==> src/rtl/gne_pkg.sv <==
// ----------------------------------------------------------------------------
// gne_pkg
// Shared types and constants of the 3D grid neighbour enumerator.
// ----------------------------------------------------------------------------
package gne_pkg;

    // Coordinate and grid size widths
    localparam int COORD_BITS  = 8;
    localparam int SIZE_BITS   = 8;
    // Width that holds a coordinate plus one and a size without overflow
    localparam int CMP_BITS    = ((COORD_BITS > SIZE_BITS) ? COORD_BITS : SIZE_BITS) + 1;

    // Offsets per axis (-1, 0, +1) and the whole 3x3x3 cube
    localparam int AXIS_OFFSETS = 3;
    localparam int NUM_OFFSETS  = AXIS_OFFSETS * AXIS_OFFSETS * AXIS_OFFSETS;

    // Job queue between classifier and sequencer
    localparam int QUEUE_DEPTH = 2;
    localparam int QPTR_BITS   = (QUEUE_DEPTH > 1) ? $clog2(QUEUE_DEPTH) : 1;
    localparam int QCNT_BITS   = $clog2(QUEUE_DEPTH + 1);

    // Configuration port
    localparam int ADDR_BITS = 4;
    localparam int DATA_BITS = 32;

    // Register map, index = paddr[3:2]
    typedef enum logic [1:0] {
        REG_SIZE_X = 2'd0,
        REG_SIZE_Y = 2'd1,
        REG_SIZE_Z = 2'd2,
        REG_STYLE  = 2'd3
    } t_reg_idx;

    // Offset code along one axis
    typedef enum logic [1:0] {
        OFS_MINUS = 2'd0,
        OFS_ZERO  = 2'd1,
        OFS_PLUS  = 2'd2
    } t_ofs;

    // Input request
    typedef struct packed {
        logic [COORD_BITS-1:0] cell_x;
        logic [COORD_BITS-1:0] cell_y;
        logic [COORD_BITS-1:0] cell_z;
    } t_cell;

    // Result
    typedef struct packed {
        logic [COORD_BITS-1:0] nbr_x;
        logic [COORD_BITS-1:0] nbr_y;
        logic [COORD_BITS-1:0] nbr_z;
        logic                  found;
        logic                  last;
    } t_result;

    // Grid configuration
    typedef struct packed {
        logic [SIZE_BITS-1:0] size_x;
        logic [SIZE_BITS-1:0] size_y;
        logic [SIZE_BITS-1:0] size_z;
        logic                 style;
    } t_cfg;

    // Classified cell: which offsets survive
    typedef struct packed {
        t_cell                  coord;
        logic [NUM_OFFSETS-1:0] mask;
    } t_job;

endpackage

==> src/rtl/gne_front.sv <==
// ----------------------------------------------------------------------------
// gne_front
// Classifies a cell: marks every offset of the 3x3x3 cube whose neighbour is
// kept by the neighbour style and lies inside the grid.
// ----------------------------------------------------------------------------
module gne_front (
    input  gne_pkg::t_cell i_cell,
    input  gne_pkg::t_cfg  i_cfg,
    output gne_pkg::t_job  o_job
);

    // Bounds check of c-1, c, c+1 against the axis size
    function automatic logic [gne_pkg::AXIS_OFFSETS-1:0] axis_ok(
        input logic [gne_pkg::COORD_BITS-1:0] c,
        input logic [gne_pkg::SIZE_BITS-1:0]  size
    );
        logic [gne_pkg::CMP_BITS-1:0] ce;
        logic [gne_pkg::CMP_BITS-1:0] se;
        logic [gne_pkg::AXIS_OFFSETS-1:0] ok;
        ce = gne_pkg::CMP_BITS'(c);
        se = gne_pkg::CMP_BITS'(size);
        ok[gne_pkg::OFS_MINUS] = (ce != '0) && ((ce - 1'b1) < se);
        ok[gne_pkg::OFS_ZERO]  = ce < se;
        ok[gne_pkg::OFS_PLUS]  = (ce + 1'b1) < se;
        return ok;
    endfunction

    logic [gne_pkg::AXIS_OFFSETS-1:0] w_ok_x;
    logic [gne_pkg::AXIS_OFFSETS-1:0] w_ok_y;
    logic [gne_pkg::AXIS_OFFSETS-1:0] w_ok_z;
    logic [gne_pkg::NUM_OFFSETS-1:0]  w_mask;

    assign w_ok_x = axis_ok(i_cell.cell_x, i_cfg.size_x);
    assign w_ok_y = axis_ok(i_cell.cell_y, i_cfg.size_y);
    assign w_ok_z = axis_ok(i_cell.cell_z, i_cfg.size_z);

    // Mark kept offsets; index = dx*9 + dy*3 + dz, x outermost
    always_comb begin
        int nz;
        w_mask = '0;
        for (int dx = 0; dx < gne_pkg::AXIS_OFFSETS; dx++) begin
            for (int dy = 0; dy < gne_pkg::AXIS_OFFSETS; dy++) begin
                for (int dz = 0; dz < gne_pkg::AXIS_OFFSETS; dz++) begin
                    nz = int'(dx != 1) + int'(dy != 1) + int'(dz != 1);
                    w_mask[(dx * gne_pkg::AXIS_OFFSETS + dy) * gne_pkg::AXIS_OFFSETS + dz] =
                        (nz != 0) && (i_cfg.style || (nz == 1))
                        && w_ok_x[dx] && w_ok_y[dy] && w_ok_z[dz];
                end
            end
        end
    end

    assign o_job.coord = i_cell;
    assign o_job.mask  = w_mask;

endmodule

==> src/rtl/gne_queue.sv <==
// ----------------------------------------------------------------------------
// gne_queue
// Short FIFO of classified cells between the classifier and the sequencer.
// ----------------------------------------------------------------------------
module gne_queue (
    input  logic          i_clk,
    input  logic          i_rst_n,
    input  logic          i_push,
    input  gne_pkg::t_job i_job,
    output logic          o_full,
    output logic          o_valid,
    output gne_pkg::t_job o_job,
    input  logic          i_pop
);

    gne_pkg::t_job                 r_mem [gne_pkg::QUEUE_DEPTH];
    logic [gne_pkg::QPTR_BITS-1:0] r_wptr;
    logic [gne_pkg::QPTR_BITS-1:0] r_rptr;
    logic [gne_pkg::QCNT_BITS-1:0] r_count;
    logic [gne_pkg::QPTR_BITS-1:0] n_wptr;
    logic [gne_pkg::QPTR_BITS-1:0] n_rptr;

    localparam logic [gne_pkg::QPTR_BITS-1:0] LAST_PTR =
        gne_pkg::QPTR_BITS'(gne_pkg::QUEUE_DEPTH - 1);
    localparam logic [gne_pkg::QCNT_BITS-1:0] FULL_CNT =
        gne_pkg::QCNT_BITS'(gne_pkg::QUEUE_DEPTH);

    assign o_full  = (r_count == FULL_CNT);
    assign o_valid = (r_count != '0);
    assign o_job   = r_mem[r_rptr];

    // Wrap pointers at the depth
    assign n_wptr = (r_wptr == LAST_PTR) ? '0 : r_wptr + 1'b1;
    assign n_rptr = (r_rptr == LAST_PTR) ? '0 : r_rptr + 1'b1;

    // Store entries
    always_ff @(posedge i_clk) begin
        if (i_push) begin
            r_mem[r_wptr] <= i_job;
        end
    end

    // Advance pointers and fill level
    always_ff @(posedge i_clk) begin
        if (!i_rst_n) begin
            r_wptr  <= '0;
            r_rptr  <= '0;
            r_count <= '0;
        end else begin
            if (i_push) begin
                r_wptr <= n_wptr;
            end
            if (i_pop) begin
                r_rptr <= n_rptr;
            end
            if (i_push && !i_pop) begin
                r_count <= r_count + 1'b1;
            end else if (!i_push && i_pop) begin
                r_count <= r_count - 1'b1;
            end
        end
    end

endmodule

==> src/rtl/gne_back.sv <==
// ----------------------------------------------------------------------------
// gne_back
// Sequencer: walks the offset mask of one cell, lowest offset first, and
// emits one neighbour per cycle through an output register while the output is not stalled.
// ----------------------------------------------------------------------------
module gne_back (
    input  logic             i_clk,
    input  logic             i_rst_n,
    input  logic             i_job_valid,
    input  gne_pkg::t_job    i_job,
    output logic             o_pop,
    output logic             o_res_valid,
    output gne_pkg::t_result o_res,
    input  logic             i_res_stall
);

    // Apply one offset code to a coordinate
    function automatic logic [gne_pkg::COORD_BITS-1:0] coord_step(
        input logic [gne_pkg::COORD_BITS-1:0] c,
        input gne_pkg::t_ofs                  ofs
    );
        logic [gne_pkg::COORD_BITS-1:0] r;
        case (ofs)
            gne_pkg::OFS_MINUS: r = c - 1'b1;
            gne_pkg::OFS_PLUS:  r = c + 1'b1;
            default:            r = c;
        endcase
        return r;
    endfunction

    logic                            r_busy;
    gne_pkg::t_cell                  r_cell;
    logic [gne_pkg::NUM_OFFSETS-1:0] r_mask;
    logic                            r_out_valid;
    gne_pkg::t_result                r_out;

    logic [gne_pkg::NUM_OFFSETS-1:0] w_sel_bit;
    logic [gne_pkg::NUM_OFFSETS-1:0] w_rest;
    gne_pkg::t_ofs                   w_ofs_x;
    gne_pkg::t_ofs                   w_ofs_y;
    gne_pkg::t_ofs                   w_ofs_z;
    logic                            w_hit;
    logic                            w_last;
    logic                            w_advance;
    gne_pkg::t_result                w_res;

    // Pick the lowest pending offset; descending scan so the lowest wins
    always_comb begin
        w_sel_bit = '0;
        w_hit     = 1'b0;
        w_ofs_x   = gne_pkg::OFS_ZERO;
        w_ofs_y   = gne_pkg::OFS_ZERO;
        w_ofs_z   = gne_pkg::OFS_ZERO;
        for (int dx = gne_pkg::AXIS_OFFSETS - 1; dx >= 0; dx--) begin
            for (int dy = gne_pkg::AXIS_OFFSETS - 1; dy >= 0; dy--) begin
                for (int dz = gne_pkg::AXIS_OFFSETS - 1; dz >= 0; dz--) begin
                    if (r_mask[(dx * gne_pkg::AXIS_OFFSETS + dy) * gne_pkg::AXIS_OFFSETS
                               + dz]) begin
                        w_sel_bit = '0;
                        w_sel_bit[(dx * gne_pkg::AXIS_OFFSETS + dy) * gne_pkg::AXIS_OFFSETS
                                  + dz] = 1'b1;
                        w_hit   = 1'b1;
                        w_ofs_x = gne_pkg::t_ofs'(2'(dx));
                        w_ofs_y = gne_pkg::t_ofs'(2'(dy));
                        w_ofs_z = gne_pkg::t_ofs'(2'(dz));
                    end
                end
            end
        end
    end

    assign w_rest = r_mask & ~w_sel_bit;
    assign w_last = (w_rest == '0);

    // Build the result; an empty mask gives the single no-neighbour result
    always_comb begin
        w_res.found = w_hit;
        w_res.last  = w_last;
        if (w_hit) begin
            w_res.nbr_x = coord_step(r_cell.cell_x, w_ofs_x);
            w_res.nbr_y = coord_step(r_cell.cell_y, w_ofs_y);
            w_res.nbr_z = coord_step(r_cell.cell_z, w_ofs_z);
        end else begin
            w_res.nbr_x = '0;
            w_res.nbr_y = '0;
            w_res.nbr_z = '0;
        end
    end

    // Emit when the output register is free or being drained
    assign w_advance = r_busy && (!r_out_valid || !i_res_stall);
    // Take the next cell when idle or on the final result of this one
    assign o_pop     = i_job_valid && (!r_busy || (w_advance && w_last));

    // Sequencer control
    always_ff @(posedge i_clk) begin
        if (!i_rst_n) begin
            r_busy <= 1'b0;
        end else if (o_pop) begin
            r_busy <= 1'b1;
        end else if (w_advance && w_last) begin
            r_busy <= 1'b0;
        end
    end

    // Hold the cell and drop each offset as it is emitted
    always_ff @(posedge i_clk) begin
        if (o_pop) begin
            r_cell <= i_job.coord;
            r_mask <= i_job.mask;
        end else if (w_advance) begin
            r_mask <= w_rest;
        end
    end

    // Output register
    always_ff @(posedge i_clk) begin
        if (!i_rst_n) begin
            r_out_valid <= 1'b0;
        end else if (w_advance) begin
            r_out_valid <= 1'b1;
        end else if (!i_res_stall) begin
            r_out_valid <= 1'b0;
        end
    end

    always_ff @(posedge i_clk) begin
        if (w_advance) begin
            r_out <= w_res;
        end
    end

    assign o_res_valid = r_out_valid;
    assign o_res       = r_out;

endmodule

==> src/rtl/grid_neighbour_enumerator_3d.sv <==
// ----------------------------------------------------------------------------
// grid_neighbour_enumerator_3d
// Lists the in-bounds face (6) or full (26) neighbours of a 3D grid cell.
// ----------------------------------------------------------------------------
// Each request carries one cell; the block returns one result per neighbour
// inside the configured grid, ordered x offset outermost, then y, then z, each
// from -1 to +1, with last set on the final one. A cell with no neighbour in
// bounds gives a single result with found low, zero coordinates and last set.
// A request is classified in the cycle it is accepted and placed in a
// two-entry queue; the sequencer then emits one result per cycle while the
// output is not stalled, so a cell with n neighbours gives max(n, 1) results,
// and cells follow each other with no gap. Requests are accepted as long as
// the queue has room, also while results are still stalled. Grid size and
// neighbour style are written over the APB port at byte addresses 0, 4, 8 and
// 12 and must only change while no request is in flight.
// ----------------------------------------------------------------------------
module grid_neighbour_enumerator_3d (
    input  logic                          i_clk,
    input  logic                          i_rst_n,
    // Cell requests
    input  logic                          i_cell_valid,
    input  gne_pkg::t_cell                i_cell,
    output logic                          o_cell_stall,
    // Neighbour results
    output logic                          o_res_valid,
    output gne_pkg::t_result              o_res,
    input  logic                          i_res_stall,
    // Configuration
    input  logic                          psel,
    input  logic                          penable,
    input  logic                          pwrite,
    input  logic [gne_pkg::ADDR_BITS-1:0] paddr,
    input  logic [gne_pkg::DATA_BITS-1:0] pwdata,
    output logic [gne_pkg::DATA_BITS-1:0] prdata,
    output logic                          pready
);

    logic [gne_pkg::SIZE_BITS-1:0] r_size_x;
    logic [gne_pkg::SIZE_BITS-1:0] r_size_y;
    logic [gne_pkg::SIZE_BITS-1:0] r_size_z;
    logic                          r_style;

    gne_pkg::t_cfg    w_cfg;
    gne_pkg::t_reg_idx w_reg;
    logic             w_cfg_wr;
    gne_pkg::t_job    w_front_job;
    gne_pkg::t_job    w_queue_job;
    logic             w_push;
    logic             w_full;
    logic             w_queue_valid;
    logic             w_pop;

    localparam logic [gne_pkg::SIZE_BITS-1:0] SIZE_RESET = gne_pkg::SIZE_BITS'(16);

    assign pready   = 1'b1;
    assign w_reg    = gne_pkg::t_reg_idx'(paddr[3:2]);
    assign w_cfg_wr = psel && penable && pwrite && pready;

    // Configuration registers
    always_ff @(posedge i_clk) begin
        if (!i_rst_n) begin
            r_size_x <= SIZE_RESET;
            r_size_y <= SIZE_RESET;
            r_size_z <= SIZE_RESET;
            r_style  <= 1'b0;
        end else if (w_cfg_wr) begin
            unique case (w_reg)
                gne_pkg::REG_SIZE_X: r_size_x <= pwdata[gne_pkg::SIZE_BITS-1:0];
                gne_pkg::REG_SIZE_Y: r_size_y <= pwdata[gne_pkg::SIZE_BITS-1:0];
                gne_pkg::REG_SIZE_Z: r_size_z <= pwdata[gne_pkg::SIZE_BITS-1:0];
                gne_pkg::REG_STYLE:  r_style  <= pwdata[0];
                default: ;
            endcase
        end
    end

    // Register read-back
    always_comb begin
        unique case (w_reg)
            gne_pkg::REG_SIZE_X: prdata = gne_pkg::DATA_BITS'(r_size_x);
            gne_pkg::REG_SIZE_Y: prdata = gne_pkg::DATA_BITS'(r_size_y);
            gne_pkg::REG_SIZE_Z: prdata = gne_pkg::DATA_BITS'(r_size_z);
            gne_pkg::REG_STYLE:  prdata = gne_pkg::DATA_BITS'(r_style);
            default:             prdata = '0;
        endcase
    end

    assign w_cfg.size_x = r_size_x;
    assign w_cfg.size_y = r_size_y;
    assign w_cfg.size_z = r_size_z;
    assign w_cfg.style  = r_style;

    // Accept a request while the queue has room
    assign o_cell_stall = w_full;
    assign w_push       = i_cell_valid && !w_full;

    gne_front u_front (
        .i_cell (i_cell),
        .i_cfg  (w_cfg),
        .o_job  (w_front_job)
    );

    gne_queue u_queue (
        .i_clk   (i_clk),
        .i_rst_n (i_rst_n),
        .i_push  (w_push),
        .i_job   (w_front_job),
        .o_full  (w_full),
        .o_valid (w_queue_valid),
        .o_job   (w_queue_job),
        .i_pop   (w_pop)
    );

    gne_back u_back (
        .i_clk       (i_clk),
        .i_rst_n     (i_rst_n),
        .i_job_valid (w_queue_valid),
        .i_job       (w_queue_job),
        .o_pop       (w_pop),
        .o_res_valid (o_res_valid),
        .o_res       (o_res),
        .i_res_stall (i_res_stall)
    );

endmodule

==> config.mk <==
export PLATFORM = sky130hd
export DESIGN_NAME = grid_neighbour_enumerator_3d
export DESIGN_NICKNAME = d
export VERILOG_FILES = /design/src/rtl/gne_pkg.sv /design/src/rtl/gne_front.sv /design/src/rtl/gne_queue.sv /design/src/rtl/gne_back.sv /design/src/rtl/grid_neighbour_enumerator_3d.sv
export SDC_FILE = /design/constraint.sdc
export NUM_CORES = 1
export LEC_CHECK = 0
export BUFFER_PORTS_ARGS = -buffer_cell sky130_fd_sc_hd__clkbuf_2
export CAP_MARGIN = 20
export CORE_MARGIN = 2
export CORE_UTILIZATION = 25
export CTS_BUF_LIST = sky130_fd_sc_hd__clkbuf_8
export DETAILED_ROUTE_END_ITERATION = 6
export PLACE_DENSITY = 0.51
export SLEW_MARGIN = 25
export SYNTH_ARGS = -nofsm -noshare
export SYNTH_HDL_FRONTEND = slang
export SYNTH_SLANG_ARGS = --single-unit
==> constraint.sdc <==
create_clock -name i_clk -period 3.5 [get_ports i_clk]
set_input_delay 0.7 -clock i_clk [delete_from_list [all_inputs] [get_ports i_clk]]
set_output_delay 0.7 -clock i_clk [all_outputs]
set_load 0.02 [all_outputs]
==> Yosys cells after proc, flatten, opt, wreduce, memory -nomap -nowiden <==
Memory sizes are Yosys's and may differ from the RTL's. A register that Yosys moved wholly into a read port is not among the register bits.
Cells that the tools add are included.
{ "word_totals": {"n_memories": 1, "regBits": 108, "rom_bits": 0, "output_inout_bits": 61, "inputBits": 67, "latch_bits": 0, "ram_bits": 100, "wordCells": 280} }
{ "op_classes": {"n_div": 0, "n_shift": 0, "bitwise_logic": 2, "n_lt_le_gt_ge": 9, "eq_ne": 8, "n_reduce_logical": 77, "muxes": 149, "addsub": 16, "multipliers": 0} }
{ "mem_list": {"columns": ["memory", "depth", "word_bits", "read_ports", "rd_clocked_by_memory_dff", "wr", "line_no", "source"], "rows": [
  ["u_queue.r_mem", 2, 50, 1, 1, 1, "gne_queue.sv:16", "gne_pkg::t_job r_mem [gne_pkg::QUEUE_DEPTH];"]
]} }
{ "op_table": {"columns": ["cell", "count"], "rows": [
  ["2-to-1 mux 27 bit", 29],
  ["2-to-1 mux 2 bit", 79],
  ["one-hot mux 32 bit (4 select lines)", 1],
  ["less-than comparator 9 x 8 -> 1 bit", 6],
  ["logical AND 1 bit", 53],
  ["one-hot mux 8 bit (2 select lines)", 3],
  ["2-to-1 mux 1 bit", 37],
  ["adder 8 x 1 -> 9 bit (second input constant)", 3],
  ["bitwise AND 27 bit", 1],
  ["zero test 27 bit", 1],
  ["NOT 27 bit", 1],
  ["subtractor 8 x 1 -> 9 bit (second input constant)", 3],
  ["adder 8 x 1 -> 8 bit (second input constant)", 3],
  ["less-than comparator 8 bit", 3],
  ["nonzero test 8 bit", 3],
  ["subtractor 8 x 1 -> 8 bit (second input constant)", 3],
  ["equality test 2 bit (second input constant)", 6],
  ["zero test 2 bit", 4],
  ["AND reduction 2 bit", 4],
  ["nonzero test 2 bit", 4],
  ["zero test 1 bit", 6],
  ["adder 1 bit (second input constant)", 2],
  ["adder 2 x 1 -> 2 bit (second input constant)", 1],
  ["equality test 2 x 1 -> 1 bit (second input constant)", 1],
  ["3 further kinds", 4]
]} }

==> Longest topological paths before layout <==
Gate-level depths: netlist of run 1.
{ "depth": {"depth_word": 36, "depth_mapped": 14, "mapped_depth_nobuf": 13} }

==> Cells and area by module <==
A second synthesis of run 1 with hierarchy kept.
{ "unflattened": {"hier_cells": 1079, "hier_area_um2": 12522.0} }
{ "by_module_without_submodules": {"columns": ["mod", "area_each_um2", "instances", "cells_per_inst", "seq_area_each_um2"], "rows": [
  ["gne_back", 4719.5, 1, 410, 2352.3],
  ["gne_queue", 3896.2, 1, 181, 3163.0],
  ["gne_front", 2575.0, 1, 342, 0.0],
  ["grid_neighbour_enumerator_3d", 1331.3, 1, 146, 500.5]
]} }

==> Least setup slack after synthesis of run 1 <==
OpenSTA, ideal clock, no wires.
{ "synth_path": {"path_type": "reg2reg", "from": "reg u_back.r_mask[0] (netlist bit)", "to": "reg u_queue.r_count[1] (netlist bit)", "t_arrival_ns": 3.814, "path_buffers": 2, "stages_incl_launch_ff": 14, "setup_time_ns": 0.072, "required_time_ns": 3.428, "setup_slack_ns": -0.385, "synth_period_minus_slack_ns": 3.885, "cell_sequence": "edfxtp_1 buf_6 or4_4 nor4_4 nand4_2 a2111oi_2 nand3_1 o31a_1 nor2_8 buf_12 inv_2 ha_1 or3_1 a21oi_1"} }
{ "synth_via": {"elab_chain_cells": 10, "word_cells_on_any_way": 12, "cone_classes": "mux: 2; bitwise: 2; reduce/logical: 8"} }
{ "synth_rtl": {"columns": ["element", "line_no", "source"], "rows": [
  ["start, declared", "gne_back.sv:33", "logic [gne_pkg::NUM_OFFSETS-1:0] r_mask;"],
  ["start signal, assigned", "gne_back.sv:110", "r_mask <= i_job.mask;"],
  ["start signal, assigned", "gne_back.sv:112", "r_mask <= w_rest;"],
  ["2-to-1 mux 27 bit", "gne_back.sv:57", "if (r_mask[(dx * gne_pkg::AXIS_OFFSETS + dy) * gne_pkg::AXIS_OFFSETS"],
  ["NOT 27 bit", "gne_back.sv:72", "assign w_rest = r_mask & ~w_sel_bit;"],
  ["bitwise AND 27 bit *", "gne_back.sv:72", null],
  ["zero test 27 bit *", "gne_back.sv:73", "assign w_last = (w_rest == '0);"],
  ["logical AND 1 bit *", "gne_back.sv:93", "assign o_pop = i_job_valid && (!r_busy || (w_advance && w_last));"],
  ["logical OR 1 bit *", "gne_back.sv:93", null],
  ["logical AND 1 bit *", "gne_back.sv:93", null],
  ["via u_back.o_pop", "gne_back.sv:11", "output logic o_pop,"],
  ["zero test 1 bit", "gne_queue.sv:56", "if (i_push && !i_pop) begin"],
  ["logical AND 1 bit", "gne_queue.sv:56", null],
  ["2-to-1 mux 2 bit or nonzero test 2 bit (tied branches)", null, null],
  ["end signal, assigned", "gne_queue.sv:57", "r_count <= r_count + 1'b1;"],
  ["end signal, assigned", "gne_queue.sv:59", "r_count <= r_count - 1'b1;"],
  ["end, declared", "gne_queue.sv:19", "logic [gne_pkg::QCNT_BITS-1:0] r_count;"]
]} }
Mark *: on every way through the listed nets, which the timed path passes. The rest lies on a longest branch.
A chain may end at the register's enable or synchronous reset.

==> Final worst setup path of run 1 <==
{ "layout_path": {"from": "reg u_back.r_mask[7] (netlist bit)", "to": "reg u_queue.r_count[1] (netlist bit)"} }
{ "layout_via": {"elab_chain_cells": 17, "word_cells_on_any_way": 19, "cone_classes": "mux: 9; bitwise: 2; reduce/logical: 8"} }
{ "layout_rtl": {"columns": ["element", "line_no"], "rows": [
  ["2-to-1 mux 27 bit (8 in series)", "gne_back.sv:57"],
  ["NOT 27 bit", "gne_back.sv:72"],
  ["bitwise AND 27 bit *", "gne_back.sv:72"],
  ["zero test 27 bit *", "gne_back.sv:73"],
  ["logical AND 1 bit *", "gne_back.sv:93"],
  ["logical OR 1 bit *", "gne_back.sv:93"],
  ["logical AND 1 bit *", "gne_back.sv:93"],
  ["zero test 1 bit", "gne_queue.sv:56"],
  ["logical AND 1 bit", "gne_queue.sv:56"],
  ["2-to-1 mux 2 bit or nonzero test 2 bit (tied branches)", null]
]} }
Mark *: on every way between the ends. The rest lies on a longest branch, timed or not.

==> results of run 1 <==
[kinds of logic after synthesis]
family          Yosys count  synth area share [%]
compound gates          166                  9.21
xor+xnor                 57                  4.23
fa+ha+maj                92                  9.93
buf+inv                  99                  4.30
flops                   209                  50.5
mux                     120                  10.6
other cells               2                0.0637
simple gates            286                  11.2
[Yosys cell counts (all sizes together), types with 3 or more instances]
| library cell | number |
|---|---|
| nand2 | 77 |
| nor2b | 3 |
| nand3 | 28 |
| clkbuf | 26 |
| xor2 | 27 |
| o21bai | 5 |
| and3 | 3 |
| a21oi | 29 |
| fa | 3 |
| mux2 | 26 |
| or4 | 4 |
| nor3 | 25 |
| or3 | 9 |
| mux2i | 93 |
| o31ai | 5 |
| buf | 32 |
| o21ai | 44 |
| xnor2 | 30 |
| nor2 | 112 |
| a31oi | 16 |
| a2111oi | 3 |
| nor4 | 9 |
| edfxtp | 177 |
| a21o | 30 |
| a211o | 4 |
| ha | 88 |
| dfxtp | 32 |
| nand2b | 8 |
| o21a | 6 |
| o211ai | 3 |
| o41ai | 5 |
| a211oi | 6 |
| inv | 40 |
[metrics by stage]
step / TNS [ns] / util (%)
after floorplan: -0.149 / -
after global placement: -0.484 / 28.6
after detailed placement: -1.78 / 28.6
after CTS: -0.00313 / 30.3
after global routing: -0.333 / 30.7
final: 0 / 30.7
[path summary, 6_finish.rpt]
check,startpoint,to,slack (ns),depth (start not counted)
max,u_back.r_mask[7]$_DFFE_PP_,u_queue.r_count[1]$_SDFFE_PN0P_,0.06,12
min,pwdata[1],r_size_y[1]$_SDFFE_PN0P_,0.44,3
max reg2reg,u_back.r_mask[7]$_DFFE_PP_,u_queue.r_count[1]$_SDFFE_PN0P_,0.06,12
min reg2reg,u_queue.r_rptr$_SDFFE_PN0N_,register,0.50,2
[area by class of cell]
class / instances / share of cell area [%]
well taps: 607 / 5.32
repair buffers: 164 / 7.78
inverters: 41 / 1.09
clock buffers: 38 / 3.66
clock inverters: 27 / 1.46
multi-input cells: 746 / 39.0
flip-flops and latches: 209 / 41.7
[state kept, by name (all words and copies together), names as in the netlist, named ones only]
signal / count
u_queue.r_mem: 100
u_back.r_mask: 27
u_back.o_res: 26
u_back.r_cell: 24
r_size_x: 8
r_size_y: 8
r_size_z: 8
u_queue.r_count: 2
r_style: 1
u_back.o_res_valid: 1
u_back.r_busy: 1
u_queue.r_rptr: 1
u_queue.r_wptr: 1
[routing by layer]
layer  vias up  global-route usage [%]  part of all wire [%]
met1      3844                    15.4                    48
li1       4083                       -                     -
met3        56                    1.66                   2.9
met4         0                    4.14                   2.9
met5         -                       0                     0
met2       150                    18.8                    47
[power breakdown]
part           internal, W  leakage [nW]  total (W)  switching (W)
logic              0.00207          3.20    0.00462        0.00255
clock network      0.00124         0.421    0.00226        0.00102
registers          0.00370          1.95    0.00416       0.000457
total              0.00701          5.57     0.0110        0.00403
[repair_timing]
item	4_1_cts	5_1_grt
pin swaps	5	10
buffers inserted	1	8
setup endpoints to repair	38	52
gates cloned	0	1
gates resized for setup	5	22
[worst max-delay path, delay by kind of cell, from the launching register on]
family | cells | cell delay (ns)
buffers and inverters | 1 | 0.04
DFF | 1 | 0.52
adders and majority gates | 1 | 0.14
xor gates and xnor gates | 1 | 0.14
and+or+nand+nor | 5 | 1.51
AOI/OAI and AO/OA | 4 | 1.00
==> flow_summary.toml, run 1 <==
[synth]
synth.avg_cell_area_um2 = 11.4
synth_area_leaders = "edfxtp_1, ha_1, mux2i_1"
synth_edf_count = 177
ys_ff_latch = 209
ys_types = 64
ys_seq_area_share_pct = 50.5
yosysTopAreaCell = "edfxtp_1"
async_reset_ff_share_pct = 0
yosys_warnings = 0
synth_ff_type = "edfxtp_1"
synth_top_area_share_pct = 45.1
syn-cell-area_um2 = 11800
syn_inst = 1031

[route]
drt_iter0_markers = 410
route.detailed.drc = 0
ant_nets = 0
wl_per_cell_um = 15.6
drt_wl_total_um = 28700
vias = 8133
first_pass_iters = 5
viasPerCell = 4.44

[timing]
hold_violations = 0
grt_setup_unrepaired = "true"
fin_ws_ns = 0.0559
fin_crit_ns = 3.44
finalSetupViolations = 0
worst_slew_pin_slew_ns = 0.803
period_share_pct = 98.4
max_freq_ghz = 0.290
maxSlewViolCount = 0
fin_skew_ns = 0.0354
maxSlewHeadroom_pct = 46.1
hold_slack_ns = 0.443

[setup_path]
crit_path_cell_trace = "nor4_4, a41oi_2, or4_4, a2111oi_4, nand3_2, o31a_1, nor2_8, inv_4, ha_4, xor2_1, or3_1, a21oi_2"
arrival_ns = 3.89
critPathKind = "register to register"
cp_slowest_cell = "or4_4"
max_stage_delay_ns = 0.53
crit_fanout = 6
start_kind = "register"
crit_required_ns = 3.95
end_kind = "register"

[clock_tree]
clk_latency_ns = 0.55
ctsRootBufferMaster = "clkbuf_8"
hold_buffers = 0
cts_buffer_depth = 3
clock_sinks = 209
cts_buffers = 36
path_clk_slew_ns = 0.06
htreeDepth = 2
cts_tree = "built"

[global_routing]
grt_pass1_vias = 8178
grtUsageTotal_pct = 11.5
grt_max_degree = 43
grt_first_pass_wirelength_um = 45000
grt-ovfl-total = 0
antenna_found_initial = 0

[finish]
finalNetCount = 1356
final_common_cell = "edfxtp_1"
final_cells = 1832
multi_input_area_um2 = 5570
fin_area_um2 = 14300
fillers = 4760
final-seq-area_um2 = 5960
final_cell_mix = "edfxtp_1, nor2_1, mux2i_1"
diodes = 0
area_delta_synth_final_pct = 21.2
drive_above_1_share_pct = 22.3

[place]
dp_slack_ns = -0.143
dpl_cell_area_um2 = 13300
dp.cells = 1757
portBuffers = 76
gp_congestion = 0.815
dpl.hpwl_um = 21400

[job]
drv_cap = 0

[hold_path]
hp-class = "primary input to register"

[power_and_ir_drop]
peakVddDrop_mv = 0.241
p_leak_nw = 5.57
power_w = 0.0110
p_per_area_nw_per_um2 = 772

[floorplan]
initial_core_util_pct = 25.3
dieArea_um2 = 48900
fp.dieW_um = 221
pin_count = 128
die_h_um = 221
rows = 79
coreArea_um2 = 46600

[status]
outcome = "completed"
No activity file was read; power rests on OpenSTA's default activity.
==> run 2, diff against run 1 <==
ABC_AREA = 1   (was default)
==> flow_summary.toml, run 2 <==
[status]
outcome = "completed"

[global_routing]
antenna_found_initial = 2
grt_max_degree = 52
grt-ovfl-total = 0
grtUsageTotal_pct = 11.4
grt_pass1_vias = 8398
grt_first_pass_wirelength_um = 44900

[synth]
yosys_warnings = 0
synth.avg_cell_area_um2 = 9.56
synth_top_area_share_pct = 45.1
synth_common_cells = "nand2_1, edfxtp_1, inv_1, nor2_1, ha_1"
syn_inst = 1234
yosysTopAreaCell = "edfxtp_1"
ys_types = 50
synthSimpleGateAreaFrac_pct = 15.2
synth.most_common_cell = "nand2_1"
synth_edf_count = 177
synth_compound_area_share_pct = 11.1
synth_xor_area_share_pct = 3.56
syn-cell-area_um2 = 11800
synth_ff_type = "edfxtp_1"
async_reset_ff_share_pct = 0
muxShareOfSynthArea_pct = 2.12
synth_area_leaders = "edfxtp_1, ha_1, nand2_1"
ys_seq_area_share_pct = 50.5
ys_ff_latch = 209
synth_fa_ha_area_share_pct = 9.84
synth_top_family_by_area = "simple AND/OR/NAND/NOR gates"

[clock_tree]
cts_buffers = 38
htreeDepth = 2
ctsRootBufferMaster = "clkbuf_8"
path_clk_slew_ns = 0.06
clk_latency_ns = 0.56
clock_sinks = 209
cts_buffer_depth = 3
cts_tree = "built"

[floorplan]
fp.dieW_um = 221
rows = 79
die_h_um = 221
pin_count = 128
dieArea_um2 = 48900
initial_core_util_pct = 25.3
coreArea_um2 = 46600

[route]
route.detailed.drc = 0
wl_per_cell_um = 14.1
vias = 8571
ant_nets = 0
viasPerCell = 4.29
drt_wl_total_um = 28200
drt_iter0_markers = 429
first_pass_iters = 5

[setup_path]
arrival_ns = 3.59
end_kind = "register"
reg2regPathDepth = 33
crit_fanout = 4
reg2reg_to = "u_back.o_res[9]$_SDFFCE_PN0P_"
worst-path-stages = 33
crit_required_ns = 3.81
start_kind = "register"
timing.rr.start = "u_back.r_mask[25]$_DFFE_PP_"
cp_top_family = "simple AND/OR/NAND/NOR gates"
regToRegSetupSlack_ns = 0.22
cp.buffers_inverters = 2
cp_slowest_cell = "edfxtp_1"
critPathKind = "register to register"
max_stage_delay_ns = 0.40
crit_top_cell = "nand2_1"

[finish]
finalNetCount = 1521
drive_above_1_share_pct = 15.8
final_cell_mix = "nand2_1, edfxtp_1, inv_1"
final_util_pct = 30.1
fin_area_um2 = 14000
largest_reg_flops = 100
largest-register = "u_queue.r_mem"
area_delta_synth_final_pct = 18.7
final_common_cell = "nand2_1"

[power_and_ir_drop]
peakVddDrop_mv = 0.329
p_sw_share_pct = 37.6
combPwrFrac_pct = 40.7
p_per_area_nw_per_um2 = 819
p_leak_nw = 5.87
p_seq_share_pct = 36.4
power_w = 0.0115
clock_power_share_pct = 22.9
power.switching_w = 0.00431
power.internal_w = 0.00715

[hold_path]
hp-class = "primary input to register"
hold_end = "u_queue.r_mem[0][42]$_DFFE_PP_"
hold_depth = 1
worstHoldStart = "i_cell[16]"

[timing]
maxSlewHeadroom_pct = 33.3
finalSetupViolations = 0
hold_violations = 0
maxSlewViolCount = 0
period_share_pct = 93.7
fin_skew_ns = 0.0257
worst_slew_pin_slew_ns = 0.998
grt_setup_unrepaired = "true"
fin_crit_ns = 3.28
fin_ws_ns = 0.220
max_freq_ghz = 0.305

[place]
gp_congestion = 0.855
dpl.hpwl_um = 21100
dpl_cell_area_um2 = 13000
dp_slack_ns = 0.0419
portBuffers = 76

[job]
drv_cap = 0
[run 2: changes by cell type after synthesis, sizes merged, moves of 26 or more]
| cell | change |
|---|---|
| nand2 | +159 |
| inv | +114 |
| mux2i | -68 |
| a21oi | +56 |
| o21ai | +50 |
| mux2 | -26 |
[run 2: per-stage QoR]
stage          cells  hold slack (ns)  TNS (ns)
6_report        2000            0.415         0
5_1_grt         2000            0.397    -0.339
4_1_cts         1993            0.382         0
3_5_place_dp    1924            0.495         0
3_3_place_gp    1924            0.494         0
2_1_floorplan   1257            0.474         0
[run 2: layer usage]
| layer | GRT usage [%] | routed length, um |
|---|---|---|
| met5 | 0 | 0 |
| met2 | 17.7 | 12500 |
| met1 | 16.0 | 13900 |
| met4 | 3.72 | 619 |
| met3 | 1.97 | 1130 |
[run 2: power groups by stage]
stage	clock network [W]	logic [W]	registers [W]
floorplan	0	0.00295	0.00432
global placement	0	0.00437	0.00420
detailed placement	0	0.00444	0.00421
CTS	0.00271	0.00446	0.00417
global route	0.00280	0.00530	0.00426
finish	0.00262	0.00467	0.00417
[run 2: worst reg2reg max path, delay by kind of cell (launching register included)]
kind / cells / cell delay (ns)
AOI/OAI and AO/OA: 4 / 0.55
DFF: 1 / 0.40
and+or+nand+nor: 26 / 1.74
buffers and inverters: 2 / 0.12
adders and majority gates: 1 / 0.23
[run 2: area by class of cell]
cell class | instances | area (um2)
sequential | 209 | 5960
clock inverter | 29 | 307
clock buffer | 40 | 551
antenna | 1 | 2.50
fill | 4831 | 32600
inverter | 155 | 584
tap | 607 | 759
timing repair buffer | 116 | 701
multi-input combinational | 843 | 5130
[run 2: kinds of logic (layout without fill, tap and decap cells)]
| group | after synthesis | in the layout |
|---|---|---|
| compound gates | 229 | 229 |
| mux | 25 | 25 |
| other cells | 2 | 26 |
| simple gates | 425 | 425 |
| fa+ha+maj | 91 | 91 |
| xor+xnor | 48 | 48 |
| buf+inv | 205 | 340 |
| flops | 209 | 209 |
[run 2: repair_timing]
item | CTS | global route
resized for setup | 0 | 19
hold buffers | 0 | 0
setup buffers | 0 | 6
setup endpoints to repair | 0 | 31
[run 2: worst max path at each step]
stage / start / to / slack, ns
detailed placement: u_back.r_mask[24]$_DFFE_PP_ / u_back.o_res[9]$_SDFFCE_PN0P_ / 0.04
floorplan: i_cell_valid / u_queue.r_mem[1][0]$_DFFE_PP_ / 0.08
global placement: u_back.r_mask[24]$_DFFE_PP_ / u_back.o_res[9]$_SDFFCE_PN0P_ / 0.05
global route: u_back.r_mask[25]$_DFFE_PP_ / u_back.o_res[9]$_SDFFCE_PN0P_ / -0.19
finish: u_back.r_mask[25]$_DFFE_PP_ / u_back.o_res[9]$_SDFFCE_PN0P_ / 0.22
CTS: u_back.r_mask[24]$_DFFE_PP_ / u_back.o_res[9]$_SDFFCE_PN0P_ / 0.03
